`src/design/iak_pkg.sv`:
```
package iak_pkg;

    localparam int TIME_WIDTH = 24;
    localparam int CMD_WIDTH = 3;
    localparam int STATE_WIDTH = 4;
    localparam int CFG_INDEX_WIDTH = 2;

    localparam logic [TIME_WIDTH-1:0] DOT_TIME_RESET = TIME_WIDTH'(100000);
    localparam logic [TIME_WIDTH-1:0] DASH_TIME_RESET = TIME_WIDTH'(300000);
    localparam logic [TIME_WIDTH-1:0] GAP_TIME_RESET = TIME_WIDTH'(100000);

    typedef enum logic [CMD_WIDTH-1:0] {
        CMD_BOTH  = 3'd0,
        CMD_DOT   = 3'd1,
        CMD_DASH  = 3'd2,
        CMD_DONE  = 3'd3,
        CMD_RESET = 3'd4
    } cmd_t;

    typedef enum logic [CFG_INDEX_WIDTH-1:0] {
        REG_MODE_B    = 2'd0,
        REG_DOT_TIME  = 2'd1,
        REG_DASH_TIME = 2'd2,
        REG_GAP_TIME  = 2'd3
    } reg_index_t;

    typedef enum logic [STATE_WIDTH-1:0] {
        ST_IDLE         = 4'd0,
        ST_IN_DOT_A     = 4'd1,
        ST_IN_DASH_A    = 4'd2,
        ST_AFTER_DOT_A  = 4'd3,
        ST_AFTER_DASH_A = 4'd4,
        ST_IN_DOT_B     = 4'd5,
        ST_IN_DASH_B    = 4'd6,
        ST_AFTER_DOT_B  = 4'd7,
        ST_AFTER_DASH_B = 4'd8
    } keyer_state_t;

    typedef struct packed {
        logic                  mode_b;
        logic [TIME_WIDTH-1:0] dot_time;
        logic [TIME_WIDTH-1:0] dash_time;
        logic [TIME_WIDTH-1:0] gap_time;
    } cfg_t;

    typedef struct packed {
        keyer_state_t st;
        logic         dot_held;
        logic         dash_held;
        logic         dot_latched;
        logic         dash_latched;
        logic         squeeze_latched;
    } keyer_t;

    typedef struct packed {
        logic [CMD_WIDTH-1:0] command;
        logic                 dot_pressed;
        logic                 dash_pressed;
    } item_t;

    typedef struct packed {
        logic                   tone_valid;
        logic                   key_closed;
        logic [TIME_WIDTH-1:0]  tone_length;
        logic                   busy_res;
        logic [STATE_WIDTH-1:0] state_code;
        logic                   dot_latch_out;
        logic                   dash_latch_out;
    } result_t;

endpackage

```
`src/design/iambic_keyer_mode_a_b.sv`:
```
// An accepted item waits in the input register; its result then loads the m_ port
// result register. Throughput: one item per cycle unless m_ready stalls; the keyer
// state loads in the same cycle as the result, so the next item sees it without a bubble.
// Reset: aresetn, synchronous and active low, clears the keyer state and latches
// and returns the four registers to mode A, dot 100000, dash 300000, gap 100000.
module iambic_keyer_mode_a_b
    import iak_pkg::*;
(
    input  logic                       aclk,
    input  logic                       aresetn,
    input  logic                       s_valid,
    output logic                       s_ready,
    input  logic [CMD_WIDTH-1:0]       s_command,
    input  logic                       s_dot_pressed,
    input  logic                       s_dash_pressed,
    output logic                       m_valid,
    input  logic                       m_ready,
    output logic                       m_tone_valid,
    output logic                       m_key_closed,
    output logic [TIME_WIDTH-1:0]      m_tone_length,
    output logic                       m_busy_res,
    output logic [STATE_WIDTH-1:0]     m_state_code,
    output logic                       m_dot_latch_out,
    output logic                       m_dash_latch_out,
    input  logic                       cfg_valid,
    output logic                       cfg_ready,
    input  logic [CFG_INDEX_WIDTH-1:0] cfg_index,
    input  logic [TIME_WIDTH-1:0]      cfg_data
);

    cfg_t    cfg;
    item_t   in_reg;
    logic    in_valid_reg;
    keyer_t  keyer_reg;
    keyer_t  keyer_next;
    result_t res_next;
    result_t out_reg;
    logic    out_valid_reg;
    logic    step_fire;

    iak_cfg_regs u_cfg (
        .aclk      (aclk),
        .aresetn   (aresetn),
        .cfg_valid (cfg_valid),
        .cfg_ready (cfg_ready),
        .cfg_index (cfg_index),
        .cfg_data  (cfg_data),
        .cfg       (cfg)
    );

    iak_step u_step (
        .item       (in_reg),
        .keyer      (keyer_reg),
        .cfg        (cfg),
        .keyer_next (keyer_next),
        .res        (res_next)
    );

    assign step_fire = in_valid_reg && (!out_valid_reg || m_ready);
    assign s_ready   = !in_valid_reg || step_fire;

    always_ff @(posedge aclk) begin
        if (!aresetn) begin
            in_valid_reg  <= 1'b0;
            out_valid_reg <= 1'b0;
            keyer_reg     <= '0;
        end else begin
            if (s_valid && s_ready) begin
                in_valid_reg <= 1'b1;
            end else if (step_fire) begin
                in_valid_reg <= 1'b0;
            end
            if (step_fire) begin
                out_valid_reg <= 1'b1;
                keyer_reg     <= keyer_next;
            end else if (m_ready) begin
                out_valid_reg <= 1'b0;
            end
        end
    end

    always_ff @(posedge aclk) begin
        if (s_valid && s_ready) begin
            in_reg.command      <= s_command;
            in_reg.dot_pressed  <= s_dot_pressed;
            in_reg.dash_pressed <= s_dash_pressed;
        end
        if (step_fire) begin
            out_reg <= res_next;
        end
    end

    assign m_valid          = out_valid_reg;
    assign m_tone_valid     = out_reg.tone_valid;
    assign m_key_closed     = out_reg.key_closed;
    assign m_tone_length    = out_reg.tone_length;
    assign m_busy_res       = out_reg.busy_res;
    assign m_state_code     = out_reg.state_code;
    assign m_dot_latch_out  = out_reg.dot_latch_out;
    assign m_dash_latch_out = out_reg.dash_latch_out;

`ifndef SYNTHESIS
    // A closed key always comes with a busy keyer and a valid tone.
    assert property (@(posedge aclk) disable iff (!aresetn)
        m_valid && m_key_closed |-> m_busy_res && m_tone_valid)
        else $error("key closed while keyer not in an element");

    // A gap tone always leaves the keyer in one of the after-element states.
    assert property (@(posedge aclk) disable iff (!aresetn)
        m_valid && m_tone_valid && !m_key_closed |->
            (m_state_code == ST_AFTER_DOT_A) || (m_state_code == ST_AFTER_DASH_A) ||
            (m_state_code == ST_AFTER_DOT_B) || (m_state_code == ST_AFTER_DASH_B))
        else $error("gap tone outside an after-element state");

    // Each processed item must reach the result register on the next edge.
    assert property (@(posedge aclk) disable iff (!aresetn)
        step_fire |=> m_valid && (m_state_code == $past(keyer_next.st)))
        else $error("processed item did not reach the result register");

    // When no item waits, the result state code and dot latch match the stored keyer state.
    assert property (@(posedge aclk) disable iff (!aresetn)
        m_valid && !in_valid_reg |-> (m_state_code == keyer_reg.st) &&
            (m_dot_latch_out == keyer_reg.dot_latched))
        else $error("result status disagrees with the keyer state");
`endif

endmodule

```
`src/design/iak_cfg_regs.sv`:
```
module iak_cfg_regs
    import iak_pkg::*;
(
    input  logic                       aclk,
    input  logic                       aresetn,
    input  logic                       cfg_valid,
    output logic                       cfg_ready,
    input  logic [CFG_INDEX_WIDTH-1:0] cfg_index,
    input  logic [TIME_WIDTH-1:0]      cfg_data,
    output cfg_t                       cfg
);

    cfg_t cfg_reg;

    assign cfg_ready = 1'b1;
    assign cfg = cfg_reg;

    always_ff @(posedge aclk) begin
        if (!aresetn) begin
            cfg_reg.mode_b    <= 1'b0;
            cfg_reg.dot_time  <= DOT_TIME_RESET;
            cfg_reg.dash_time <= DASH_TIME_RESET;
            cfg_reg.gap_time  <= GAP_TIME_RESET;
        end else if (cfg_valid) begin
            unique case (cfg_index)
                REG_MODE_B:    cfg_reg.mode_b    <= cfg_data[0];
                REG_DOT_TIME:  cfg_reg.dot_time  <= cfg_data;
                REG_DASH_TIME: cfg_reg.dash_time <= cfg_data;
                REG_GAP_TIME:  cfg_reg.gap_time  <= cfg_data;
                default: ;
            endcase
        end
    end

endmodule

```
`src/design/iak_step.sv`:
```
module iak_step
    import iak_pkg::*;
(
    input  item_t   item,
    input  keyer_t  keyer,
    input  cfg_t    cfg,
    output keyer_t  keyer_next,
    output result_t res
);

    typedef struct packed {
        keyer_t                k;
        logic                  tone;
        logic                  closed;
        logic [TIME_WIDTH-1:0] length;
    } adv_t;

    function automatic adv_t advance(keyer_t k, cfg_t c);
        adv_t a;
        a        = '0;
        a.k      = k;
        unique case (k.st)
            ST_IN_DOT_A, ST_IN_DOT_B, ST_IN_DASH_A, ST_IN_DASH_B: begin
                a.tone   = 1'b1;
                a.length = c.gap_time;
                unique case (k.st)
                    ST_IN_DOT_A: a.k.st = ST_AFTER_DOT_A;
                    ST_IN_DOT_B: a.k.st = ST_AFTER_DOT_B;
                    ST_IN_DASH_A: a.k.st = ST_AFTER_DASH_A;
                    default: a.k.st = ST_AFTER_DASH_B;
                endcase
            end
            ST_AFTER_DOT_A, ST_AFTER_DOT_B: begin
                if (!k.dot_held) begin
                    a.k.dot_latched = 1'b0;
                end
                if (k.st == ST_AFTER_DOT_B) begin
                    a.tone   = 1'b1;
                    a.closed = 1'b1;
                    a.length = c.dash_time;
                    a.k.st   = ST_IN_DASH_A;
                end else if (a.k.dash_latched) begin
                    a.tone   = 1'b1;
                    a.closed = 1'b1;
                    a.length = c.dash_time;
                    if (k.squeeze_latched) begin
                        a.k.squeeze_latched = 1'b0;
                        a.k.st = ST_IN_DASH_B;
                    end else begin
                        a.k.st = ST_IN_DASH_A;
                    end
                end else if (a.k.dot_latched) begin
                    a.tone   = 1'b1;
                    a.closed = 1'b1;
                    a.length = c.dot_time;
                    a.k.st   = ST_IN_DOT_A;
                end else begin
                    a.k.st = ST_IDLE;
                end
            end
            ST_AFTER_DASH_A, ST_AFTER_DASH_B: begin
                if (!k.dash_held) begin
                    a.k.dash_latched = 1'b0;
                end
                if (k.st == ST_AFTER_DASH_B) begin
                    a.tone   = 1'b1;
                    a.closed = 1'b1;
                    a.length = c.dot_time;
                    a.k.st   = ST_IN_DOT_A;
                end else if (a.k.dot_latched) begin
                    a.tone   = 1'b1;
                    a.closed = 1'b1;
                    a.length = c.dot_time;
                    if (k.squeeze_latched) begin
                        a.k.squeeze_latched = 1'b0;
                        a.k.st = ST_IN_DOT_B;
                    end else begin
                        a.k.st = ST_IN_DOT_A;
                    end
                end else if (a.k.dash_latched) begin
                    a.tone   = 1'b1;
                    a.closed = 1'b1;
                    a.length = c.dash_time;
                    a.k.st   = ST_IN_DASH_A;
                end else begin
                    a.k.st = ST_IDLE;
                end
            end
            default: a.k.st = ST_IDLE;
        endcase
        return a;
    endfunction

    logic   dot_lvl;
    logic   dash_lvl;
    logic   is_paddle;
    keyer_t pk;
    adv_t   adv;
    adv_t   fin;

    always_comb begin
        dot_lvl   = keyer.dot_held;
        dash_lvl  = keyer.dash_held;
        is_paddle = 1'b0;
        unique case (item.command)
            CMD_BOTH: begin
                is_paddle = 1'b1;
                dot_lvl   = item.dot_pressed;
                dash_lvl  = item.dash_pressed;
            end
            CMD_DOT: begin
                is_paddle = 1'b1;
                dot_lvl   = item.dot_pressed;
            end
            CMD_DASH: begin
                is_paddle = 1'b1;
                dash_lvl  = item.dash_pressed;
            end
            default: ;
        endcase

        pk = keyer;
        pk.dot_held  = dot_lvl;
        pk.dash_held = dash_lvl;
        if (dot_lvl) begin
            pk.dot_latched = 1'b1;
        end
        if (dash_lvl) begin
            pk.dash_latched = 1'b1;
        end
        if (cfg.mode_b && dot_lvl && dash_lvl) begin
            pk.squeeze_latched = 1'b1;
        end
        if ((keyer.st == ST_IDLE) || (keyer.st > ST_AFTER_DASH_B)) begin
            if (dot_lvl) begin
                pk.st = pk.squeeze_latched ? ST_AFTER_DASH_B : ST_AFTER_DASH_A;
            end else if (dash_lvl) begin
                pk.st = pk.squeeze_latched ? ST_AFTER_DOT_B : ST_AFTER_DOT_A;
            end else begin
                pk.st = ST_IDLE;
            end
        end

        adv = advance(is_paddle ? pk : keyer, cfg);

        fin   = '0;
        fin.k = keyer;
        unique case (item.command)
            CMD_BOTH, CMD_DOT, CMD_DASH: begin
                if ((keyer.st == ST_IDLE) || (keyer.st > ST_AFTER_DASH_B)) begin
                    fin = (pk.st == ST_IDLE) ? adv_t'{k: pk, default: '0} : adv;
                end else begin
                    fin.k = pk;
                end
            end
            CMD_DONE:  fin = adv;
            CMD_RESET: fin.k = '0;
            default: ;
        endcase
        if (fin.k.st > ST_AFTER_DASH_B) begin
            fin.k.st = ST_IDLE;
        end

        keyer_next         = fin.k;
        res.tone_valid     = fin.tone;
        res.key_closed     = fin.tone & fin.closed;
        res.tone_length    = fin.tone ? fin.length : '0;
        res.busy_res       = (fin.k.st != ST_IDLE);
        res.state_code     = fin.k.st;
        res.dot_latch_out  = fin.k.dot_latched;
        res.dash_latch_out = fin.k.dash_latched;
    end

endmodule

```
`config.mk`:
```
export PLATFORM = sky130hd
export DESIGN_NAME = iambic_keyer_mode_a_b
export DESIGN_NICKNAME = d
export VERILOG_FILES = /design/src/design/iak_pkg.sv /design/src/design/iambic_keyer_mode_a_b.sv /design/src/design/iak_cfg_regs.sv /design/src/design/iak_step.sv
export SDC_FILE = /design/constraint.sdc
export NUM_CORES = 1
export LEC_CHECK = 0
export ABC_AREA = 1
export BUFFER_PORTS_ARGS = -buffer_cell sky130_fd_sc_hd__buf_2
export CAP_MARGIN = 15
export CORE_ASPECT_RATIO = 1.75
export CORE_UTILIZATION = 58
export DETAILED_ROUTE_END_ITERATION = 10
export PLACE_DENSITY = 0.79
export SLEW_MARGIN = 5
export SYNTH_ARGS = -nofsm -noshare
export SYNTH_HDL_FRONTEND = slang
export SYNTH_HIERARCHICAL = 1
export SYNTH_SLANG_ARGS = --single-unit
```
`constraint.sdc`:
```
create_clock -name aclk -period 4.1 [get_ports aclk]
set_clock_uncertainty 0.2 [all_clocks]
set_input_delay 1.025 -clock aclk [delete_from_list [all_inputs] [get_ports aclk]]
set_output_delay 1.025 -clock aclk [all_outputs]
set_load 0.01 [all_outputs]
```
==> metrics.cfg, run 1 <==
[timing]
fin_setup_tns_ns=0
drv_slew=0
tightest_slew_ns=0.8800
hold_viol=0
min_period_ns=3.023
setup_viol=0
relSlewSlack=0.4126
timing.final.crit_share=0.7372
clock.fmax_mhz=330.8
rsz0062_at_grt=false
setup_slack_ns=1.077

[setup_path]
r2r_end=m_tone_length[8]$_DFFE_PP_
cp_slowest_stage_delay_ns=0.50
arrival_ns=2.97
path_common_cell=nand2_2
cp_max_fo=24
worstPathCellList=o21ai_1 -> nand2_2 -> nand3_2 -> nand2_2 -> nand2_2 -> nand3_2 -> nand2_4 -> inv_4 -> nand3_4 -> nand2_2 -> nand2_1 -> nand2_2 -> nand2_1 -> nand2_1 -> a21oi_1 -> nor2_1
crit_slowest_cell=edfxtp_1
r2r-start=in_reg[4]$_DFFE_PP_
reg2regPathDepth=16
crit_type=flip-flop to flip-flop
regToRegSetupSlack_ns=1.08
required_ns=4.05
cp-start-kind=flip-flop
end_kind=flip-flop

[clock_network]
numCtsBuffers=17
ctsLongestPathBuffers=2
cts_max_level=4
cts_tree=yes
cts_resized=0
clock_latency_ns=0.41
post_cts_buffers=0
postCtsHoldBufs=0
root_buffer=clkbuf_16
cts.sinks=122
clk_pin_slew_ns=0.06

[yosys]
synth_commonest_cells=nand2_1 (247), nor2_1 (158), inv_1 (103)
yosys_warnings=6
synth_flop_cell=dfxtp_1
synthesis.area_um2=6125
yosysMostFrequentCell=nand2_1
synth_fp_nets=889
yosys.cell_types.count=31
synth_top_cell_area_share=0.2746
async_reset_ff_frac=0
synth_top_area_cell=dfxtp_1
synth-edff-count=38
synth_area_per_cell_um2=7.180
ys_seq_elements=122
ys_seq_area_frac=0.4609
synth_cells=853
synth_area_leaders=dfxtp_1 (27%), edfxtp_1 (19%), nand2_1 (15%), nor2_1 (9.7%), inv_1 (6.3%)

[global_routing]
grt_overflow_total=0
grt_pass1_vias=4990
grt_pass1_wl_mm=22.53
grt_start_max_net_pins=43
antenna_found_initial=0
track_usage=0.2701

[route]
vias=5417
drtIter0Drc=267
postRouteAntennaNets=0
vias_per_cell=5.174
wire_per_inst_um=13.39
drc=0
routed_wl_mm=14.02
drt_pass1_iterations=4

[floorplanning]
die_area_um2=10990
num_rows=49
initial_core_util=0.5946
ios=72
dieWidth_um=79.68
core_area_um2=10300
die_h_um=137.9

[min_path]
hold_path.class=flip-flop to flip-flop
holdPathStages=2
min-delay-start=u_cfg/cfg[58]$_SDFFE_PN1P_
hold_end=u_cfg/cfg[58]$_SDFFE_PN1P_

[final_layout]
syn2layout_area_growth_pct=14.53
final-instance-count-excl-fill=1047
largest_reg_flops=73
drive_above_1_share=0.1804
final_nets=943
design_area_um2=7014
antennaDiodeCount=0

[placement]
postPlaceCellArea_um2=6424
port_buffers=70
pre_cts_ws_ns=1.137
dp_cells=1015
place_hpwl_mm=9.020
gp_congestion=0.9118

[power]
vdd_drop_max_v=0.0003204
power_density_nw_per_um2=466.6
leakage_nw=3.458

[job]
drv_cap=0

[run_status]
status=completed

## logic make-up after synthesis
family,Yosys count,synth area share
flip-flops,122,0.4609
AO/OA/AOI/OAI,74,0.07007
AND/OR/NAND/NOR,501,0.3542
other,1,0.0006123
buffers and inverters,155,0.1142
## where the power goes
group	total (mW)	internal [mW]	switching [mW]	leakage [nW]
logic	0.461	0.146	0.315	2.12
clock network	1.46	0.909	0.554	0.283
registers	1.35	1.31	0.0372	1.05
## stage by stage
stage / hold slack (ns) / power (mW) / util
after floorplan: 0.2420 / 1.721 / -
after CTS: 0.2721 / 3.289 / 0.6810
after global routing: 0.2954 / 3.403 / 0.6810
final: 0.2716 / 3.273 / 0.6810
after detailed placement: 0.2567 / 1.828 / 0.6237
after global placement: 0.2517 / 1.821 / 0.6237
## metal layers
metal / global-route usage / wire [um] / vias to the layer above
met3: 0.06316 / 741 / 46
met5: 0 / 0 / -
li1: - / - / 2727
met2: 0.4615 / 7190 / 195
met4: 0.1717 / 595 / 0
met1: 0.2966 / 5492 / 2449
## cell usage in the layout, fill, tap and decap left out, types with 4 or more instances in the layout
cell type  count
nor2_1       158
inv_1        103
dfxtp_1       84
o21ai_1       14
edfxtp_1      38
nand3_1       53
nand2_4        6
nand3_2        8
buf_2         70
nand2_1      247
inv_2          9
buf_4          6
o21ai_0       12
clkbuf_16     19
nand2_2       18
nand4_1        4
a21oi_1       32
a21oi_2        9
## worst max-delay path: cells and delay by family (launching register included)
family          cells  cell delay (ns)
simple gates       13             1.59
flops               1             0.50
compound gates      2             0.37
buf+inv             1             0.10
## layout make-up
type                            instances  area [um2]
Fill cell                             895        3286
Sequential cell                       122        2823
Multi-Input combinational cell        576        2614
Clock buffer                           20       479.2
Inverter                              114       432.9
Timing Repair Buffer                   76       395.4
Tap cell                              127       158.9
Clock inverter                         12       111.4
## worst max-delay path by stage
stage	cells after the start	end	slack, ns	start
2_1_floorplan	2	m_busy_res$_DFFE_PP_	0.77	m_ready
3_3_place_gp	18	m_tone_length[11]$_DFFE_PP_	1.22	in_reg[4]$_DFFE_PP_
3_5_place_dp	16	m_tone_length[8]$_DFFE_PP_	1.14	in_reg[4]$_DFFE_PP_
4_1_cts	17	m_tone_length[11]$_DFFE_PP_	1.11	in_reg[4]$_DFFE_PP_
5_1_grt	17	m_tone_length[11]$_DFFE_PP_	0.82	in_reg[4]$_DFFE_PP_
6_report	16	m_tone_length[8]$_DFFE_PP_	1.08	in_reg[4]$_DFFE_PP_
Note: power is estimated with default switching activity, not from simulation.
==> run 2: changes to the inputs <==
--- a/config.mk
+++ b/config.mk
@@ -9,9 +9,9 @@
 export BUFFER_PORTS_ARGS = -buffer_cell sky130_fd_sc_hd__buf_2
 export CAP_MARGIN = 15
 export CORE_ASPECT_RATIO = 1.75
-export CORE_UTILIZATION = 58
+export CORE_UTILIZATION = 53
 export DETAILED_ROUTE_END_ITERATION = 10
-export PLACE_DENSITY = 0.79
+export PLACE_DENSITY = 0.76
 export SLEW_MARGIN = 5
 export SYNTH_ARGS = -nofsm -noshare
 export SYNTH_HDL_FRONTEND = slang
==> constraint.sdc (replaced) <==
create_clock -name aclk -period 2.6 [get_ports aclk]
set_clock_uncertainty 0.2 [all_clocks]
set_input_delay 0.65 -clock aclk [delete_from_list [all_inputs] [get_ports aclk]]
set_output_delay 0.65 -clock aclk [all_outputs]
set_load 0.01 [all_outputs]
==> run 2 against run 1 <==
Compared with the run above: design area rose by 13%; sequential share of layout area fell by 4.5 points; highest routed layer unchanged; fmax rose by 9.4%; the run now ends with setup timing left; via count rose by 7.5%; critical path depth rose by 1; largest cell class is now multi-input gates; hold slack got worse by 0.038 ns; die area rose by 9.2%.
==> metrics.cfg, run 2 (same netlist as run 1, synthesis figures left out) <==
[run_status]
status=complete, but fails checks
failed_checks=setup timing

[route]
routed_wl_mm=16.86
wire_per_inst_um=15.15
drt_pass1_iterations=6
met3_length_um=874
met2_length_mm=8.846
vias=5825
drtIter0Drc=343
highest_layer=met4
vias_per_cell=5.234
drc=0
postRouteAntennaNets=0
wl_met1_mm=6.237

[clock_network]
numCtsBuffers=17
cts_tree=yes
cts_max_level=4
clock_latency_ns=0.41
clk_pin_slew_ns=0.06
postCtsHoldBufs=0
cts.sinks=122
ctsLongestPathBuffers=2
root_buffer=clkbuf_16

[setup_path]
cp_num_buf_inv=5
required_ns=2.56
r2r_end=m_tone_length[12]$_DFFE_PP_
r2r-start=in_reg[4]$_DFFE_PP_
arrival_ns=2.73
cp_top_family=simple AND/OR/NAND/NOR gates
crit_type=flip-flop to flip-flop
regToRegSetupSlack_ns=-0.16
cp-start-kind=flip-flop
end_kind=flip-flop
cp_max_fo=7
cp_slowest_stage_delay_ns=0.48
path_common_cell=nand2_2
worstPathCellList=buf_4 -> inv_2 -> nand2_2 -> buf_4 -> nand2_1 -> nand2_4 -> nand2_2 -> inv_4 -> nand2_2 -> nand2_1 -> nand2_2 -> nand2_4 -> clkbuf_16 -> nand2_4 -> o21ai_2 -> a21oi_1 -> nor2_1
reg2regPathDepth=17
crit_slowest_cell=edfxtp_1

[timing]
clock.fmax_mhz=361.9
drv_slew=0
hold_viol=0
min_period_ns=2.763
rsz0062_at_grt=true
fin_setup_tns_ns=-2.380
tightest_slew_ns=0.6406
setup_viol=30
setup_slack_ns=-0.1634
timing.final.crit_share=1.063
relSlewSlack=0.5713

[final_layout]
layout_commonest_cell=nand2_1
largest_reg_flops=73
drive_above_1_share=0.2987
syn2layout_area_growth_pct=29.03
final_nets=1004
layout_common_cells=nand2_1 (217), nor2_1 (152), inv_1 (102)
antennaDiodeCount=0
fillers=877

[power]
power_density_nw_per_um2=691.4
leakage_nw=3.959
vdd_drop_max_v=0.0006755

[global_routing]
grt_start_max_net_pins=47
track_usage=0.2606
antenna_found_initial=0
grt_overflow_total=0
grt_pass1_vias=5333
grt_pass1_wl_mm=24.52

[floorplanning]
num_rows=51
die_h_um=144.2
die_area_um2=12010
core_area_um2=11170
initial_core_util=0.5485
ios=72
dieWidth_um=83.26

[job]
drv_cap=0

[placement]
port_buffers=70
gp_congestion=0.9125
place_hpwl_mm=9.793
pre_cts_ws_ns=-0.03001

[min_path]
hold_path.class=primary input to flip-flop
holdPathStages=1
hold_end=in_reg[1]$_DFFE_PP_
min-delay-start=s_dot_pressed

==> run 2: layer usage <==
| layer | vias to the layer above | global-route usage |
|---|---|---|
| met5 | - | 0 |
| met4 | 0 | 0.1615 |
| met3 | 67 | 0.05023 |
| met2 | 240 | 0.4806 |
| met1 | 2675 | 0.2709 |
| li1 | 2843 | - |
==> run 2: report_power, final <==
part           leakage (nW)  switching [mW]  total (mW)  internal (mW)
registers              1.05          0.0658        2.14           2.07
clock network         0.282           0.914        2.34           1.43
logic                  2.62           0.596       0.984          0.389
total                  3.96            1.58        5.46           3.89
==> run 2: how the worst max path moves through the flow <==
stage | startpoint | endpoint | slack, ns | cells after the start
after floorplan | in_reg[4]$_DFFE_PP_ | m_state_code[3]$_DFFE_PP_ | 0.16 | 17
after detailed placement | keyer_reg[6]$_SDFFE_PN0P_ | m_tone_length[18]$_DFFE_PP_ | -0.03 | 19
final | in_reg[4]$_DFFE_PP_ | m_tone_length[12]$_DFFE_PP_ | -0.16 | 17
after global placement | keyer_reg[6]$_SDFFE_PN0P_ | m_tone_length[18]$_DFFE_PP_ | -0.006 | 19
after global routing | in_reg[4]$_DFFE_PP_ | keyer_reg[8]$_SDFFE_PN0P_ | -0.32 | 24
after CTS | in_reg[4]$_DFFE_PP_ | m_tone_length[0]$_DFFE_PP_ | -0.02 | 17
==> run 2: worst reg2reg max path, stage by stage, from the launching register on <==
cell	delay [ns]
edfxtp_1	0.48
buf_4	0.19
inv_2	0.06
nand2_2	0.14
buf_4	0.18
nand2_1	0.12
nand2_4	0.10
nand2_2	0.12
inv_4	0.07
nand2_2	0.07
nand2_1	0.06
nand2_2	0.10
nand2_4	0.10
clkbuf_16	0.21
nand2_4	0.07
o21ai_2	0.06
a21oi_1	0.12
nor2_1	0.07
==> run 2: per-stage QoR <==
stage / utilization / total power, mW / cell area, um2 / std cells / hold WS, ns
after floorplan: - / 2.714 / 6128 / 853 / 0.2420
after global placement: 0.6146 / 3.007 / 6863 / 1066 / 0.2517
after detailed placement: 0.6146 / 3.018 / 6863 / 1066 / 0.2567
after CTS: 0.6707 / 5.361 / 7490 / 1100 / 0.2166
after global routing: 0.7077 / 5.662 / 7903 / 1113 / 0.2217
final: 0.7077 / 5.464 / 7903 / 1113 / 0.2336
==> run 2: final cells by class <==
type / instances / area [um2] / area share
Timing Repair Buffer: 137 / 987.2 / 0.1249
Multi-Input combinational cell: 576 / 2897 / 0.3665
Clock inverter: 15 / 167.7 / 0.02122
Tap cell: 132 / 165.2 / 0.02090
Sequential cell: 122 / 2823 / 0.3572
Inverter: 114 / 437.9 / 0.05541
Clock buffer: 17 / 425.4 / 0.05383
==> run 2: what timing repair did <==
action                     4_1_cts  5_1_grt
setup endpoints to repair       11       38
pin swaps                        1       33
gates resized for setup          6       85
gates cloned                     0        3
setup buffers                    2       10
==> run 3: changes to the inputs <==
--- a/config.mk
+++ b/config.mk
@@ -11,7 +11,7 @@
 export CORE_ASPECT_RATIO = 1.75
 export CORE_UTILIZATION = 53
 export DETAILED_ROUTE_END_ITERATION = 10
-export PLACE_DENSITY = 0.76
+export PLACE_DENSITY = 0.75
 export SLEW_MARGIN = 5
 export SYNTH_ARGS = -nofsm -noshare
 export SYNTH_HDL_FRONTEND = slang
==> run 3 against run 2 <==
Compared with the run above: the run still ends with setup timing left; sequential power about the same; hold slack got worse by 0.018 ns; first-iteration DRC count down 23%; die area unchanged; via count decreased by 1.2%; utilization grew 1.3 points; fmax is 0.60% lower; non-clock buffer count is the same; critical path depth is the same; count of clock-buffer cells in the layout up 1; largest cell class unchanged; largest power group is now sequential cells; highest routed layer unchanged.
==> metrics.cfg, run 3 (same netlist as run 1, synthesis figures left out) <==
[run_status]
status=complete, but fails checks
failed_checks=setup timing

[global_routing]
grt_overflow_total=0
antenna_found_initial=0
grt_start_max_net_pins=84
grt_pass1_wl_mm=24.12
track_usage=0.2569
grt_pass1_vias=5129

[power]
power_density_nw_per_um2=663.4
vdd_drop_max_v=0.0005450
leakage_nw=3.878

[placement]
postPlaceCellArea_um2=6815
port_buffers=70
gp_congestion=0.8800
place_hpwl_mm=9.991

[clock_network]
clock_latency_ns=0.41
ctsLongestPathBuffers=2
cts_tree=yes
root_buffer=clkbuf_16
cts_max_level=4
cts.sinks=122
clk_pin_slew_ns=0.06
postCtsHoldBufs=0
numCtsBuffers=17

[final_layout]
fillers=851
design_area_um2=8051
layout_common_cells=nand2_1 (213), nor2_1 (149), inv_1 (96)
layout_commonest_cell=nand2_1
largest_reg_flops=73
final_nets=1005
final_util=0.7210
drive_above_1_share=0.3208
syn2layout_area_growth_pct=31.46
antennaDiodeCount=0

[min_path]
hold_path.class=primary input to flip-flop
holdPathStages=1
min-delay-start=s_dot_pressed
hold_end=in_reg[1]$_DFFE_PP_

[setup_path]
r2r-start=in_reg[4]$_DFFE_PP_
crit_type=flip-flop to flip-flop
required_ns=2.56
r2r_end=m_tone_length[1]$_DFFE_PP_
cp-start-kind=flip-flop
end_kind=flip-flop
regToRegSetupSlack_ns=-0.18
arrival_ns=2.74
cp_max_fo=12
reg2regPathDepth=17

[timing]
min_period_ns=2.780
setup_viol=32
hold_viol=0
timing.final.crit_share=1.069
setup_slack_ns=-0.1801
clock.fmax_mhz=359.7
tightest_slew_ns=0.6386
rsz0062_at_grt=true
drv_slew=0
relSlewSlack=0.5727

[route]
drc=0
vias=5753
postRouteAntennaNets=0
routed_wl_mm=16.49
drt_pass1_iterations=5
wire_per_inst_um=14.81
vias_per_cell=5.164
drtIter0Drc=265

[floorplanning]
dieWidth_um=83.26
die_area_um2=12010
initial_core_util=0.5485
die_h_um=144.2
ios=72
core_area_um2=11170
num_rows=51

[job]
drv_cap=0

-- run 3: repair_timing --
item                                    CTS  global route
buffers inserted                          5            11
gates cloned                              0             3
pin swaps                                 5            43
gates resized for setup                   8           141
endpoints found under the setup margin   27            38
-- run 3: metrics by stage --
| stage | power (mW) | setup slack (ns) | cells | hold slack (ns) | setup TNS, ns |
|---|---|---|---|---|---|
| after CTS | 5.148 | -0.007279 | 1100 | 0.2025 | -0.01260 |
| final | 5.341 | -0.1801 | 1114 | 0.2158 | -4.014 |
| after global placement | 2.990 | -0.04201 | 1063 | 0.2509 | -0.7476 |
| after floorplan | 2.714 | 0.1618 | 853 | 0.2420 | 0 |
| after detailed placement | 3.004 | -0.1134 | 1063 | 0.2554 | -2.266 |
| after global routing | 5.547 | -0.2877 | 1114 | 0.2044 | -8.411 |
-- run 3: worst max path at each step --
stage	endpoint	slack (ns)	cells after the start	startpoint
final	m_tone_length[1]$_DFFE_PP_	-0.18	17	in_reg[4]$_DFFE_PP_
after global routing	keyer_reg[8]$_SDFFE_PN0P_	-0.29	22	in_reg[4]$_DFFE_PP_
after CTS	keyer_reg[8]$_SDFFE_PN0P_	-0.007	21	in_reg[4]$_DFFE_PP_
after detailed placement	m_tone_length[11]$_DFFE_PP_	-0.11	17	in_reg[4]$_DFFE_PP_
after global placement	m_tone_length[10]$_DFFE_PP_	-0.04	17	in_reg[4]$_DFFE_PP_
after floorplan	m_state_code[3]$_DFFE_PP_	0.16	17	in_reg[4]$_DFFE_PP_
-- run 3: area by class of cell --
cell class                 instances  area (um2)  share of cell area
tap                              132       165.2             0.02051
sequential                       122        2823              0.3506
inverter                         114       452.9             0.05625
timing repair buffer             137        1016              0.1262
timing repair inverter             1       11.26            0.001399
multi-input combinational        576        3047              0.3784
clock buffer                      18       429.2             0.05330
clock inverter                    14       107.6             0.01336
-- run 3: metal layers --
metal	share of wire	wire length, um	GRT usage	up-vias
met4	0.041	677	0.1307	0
li1	-	-	-	2858
met2	0.55	9022	0.4827	165
met1	0.37	6157	0.2789	2689
met3	0.039	636	0.03710	41
met5	0	0	0	-
-- run 3: critical path, cell delays in order, from the launching register on --
cell      delay (ns)
edfxtp_1        0.48
o21ai_2         0.23
nand2_2         0.13
buf_12          0.15
nand2_8         0.07
nand2_8         0.06
nand3_4         0.07
nand2_4         0.08
nand2_2         0.14
inv_4           0.05
nand4_1         0.14
buf_4           0.15
nand2_4         0.08
buf_12          0.17
nand2_1         0.07
nand2_1         0.07
a21oi_2         0.11
nor2_1          0.06
-- run 3: power breakdown --
group	switching [mW]	total (mW)	leakage [nW]	internal, mW
logic	0.659	1.08	2.58	0.418
clock network	0.843	2.13	0.240	1.29
registers	0.0582	2.13	1.05	2.07
total	1.56	5.34	3.88	3.78
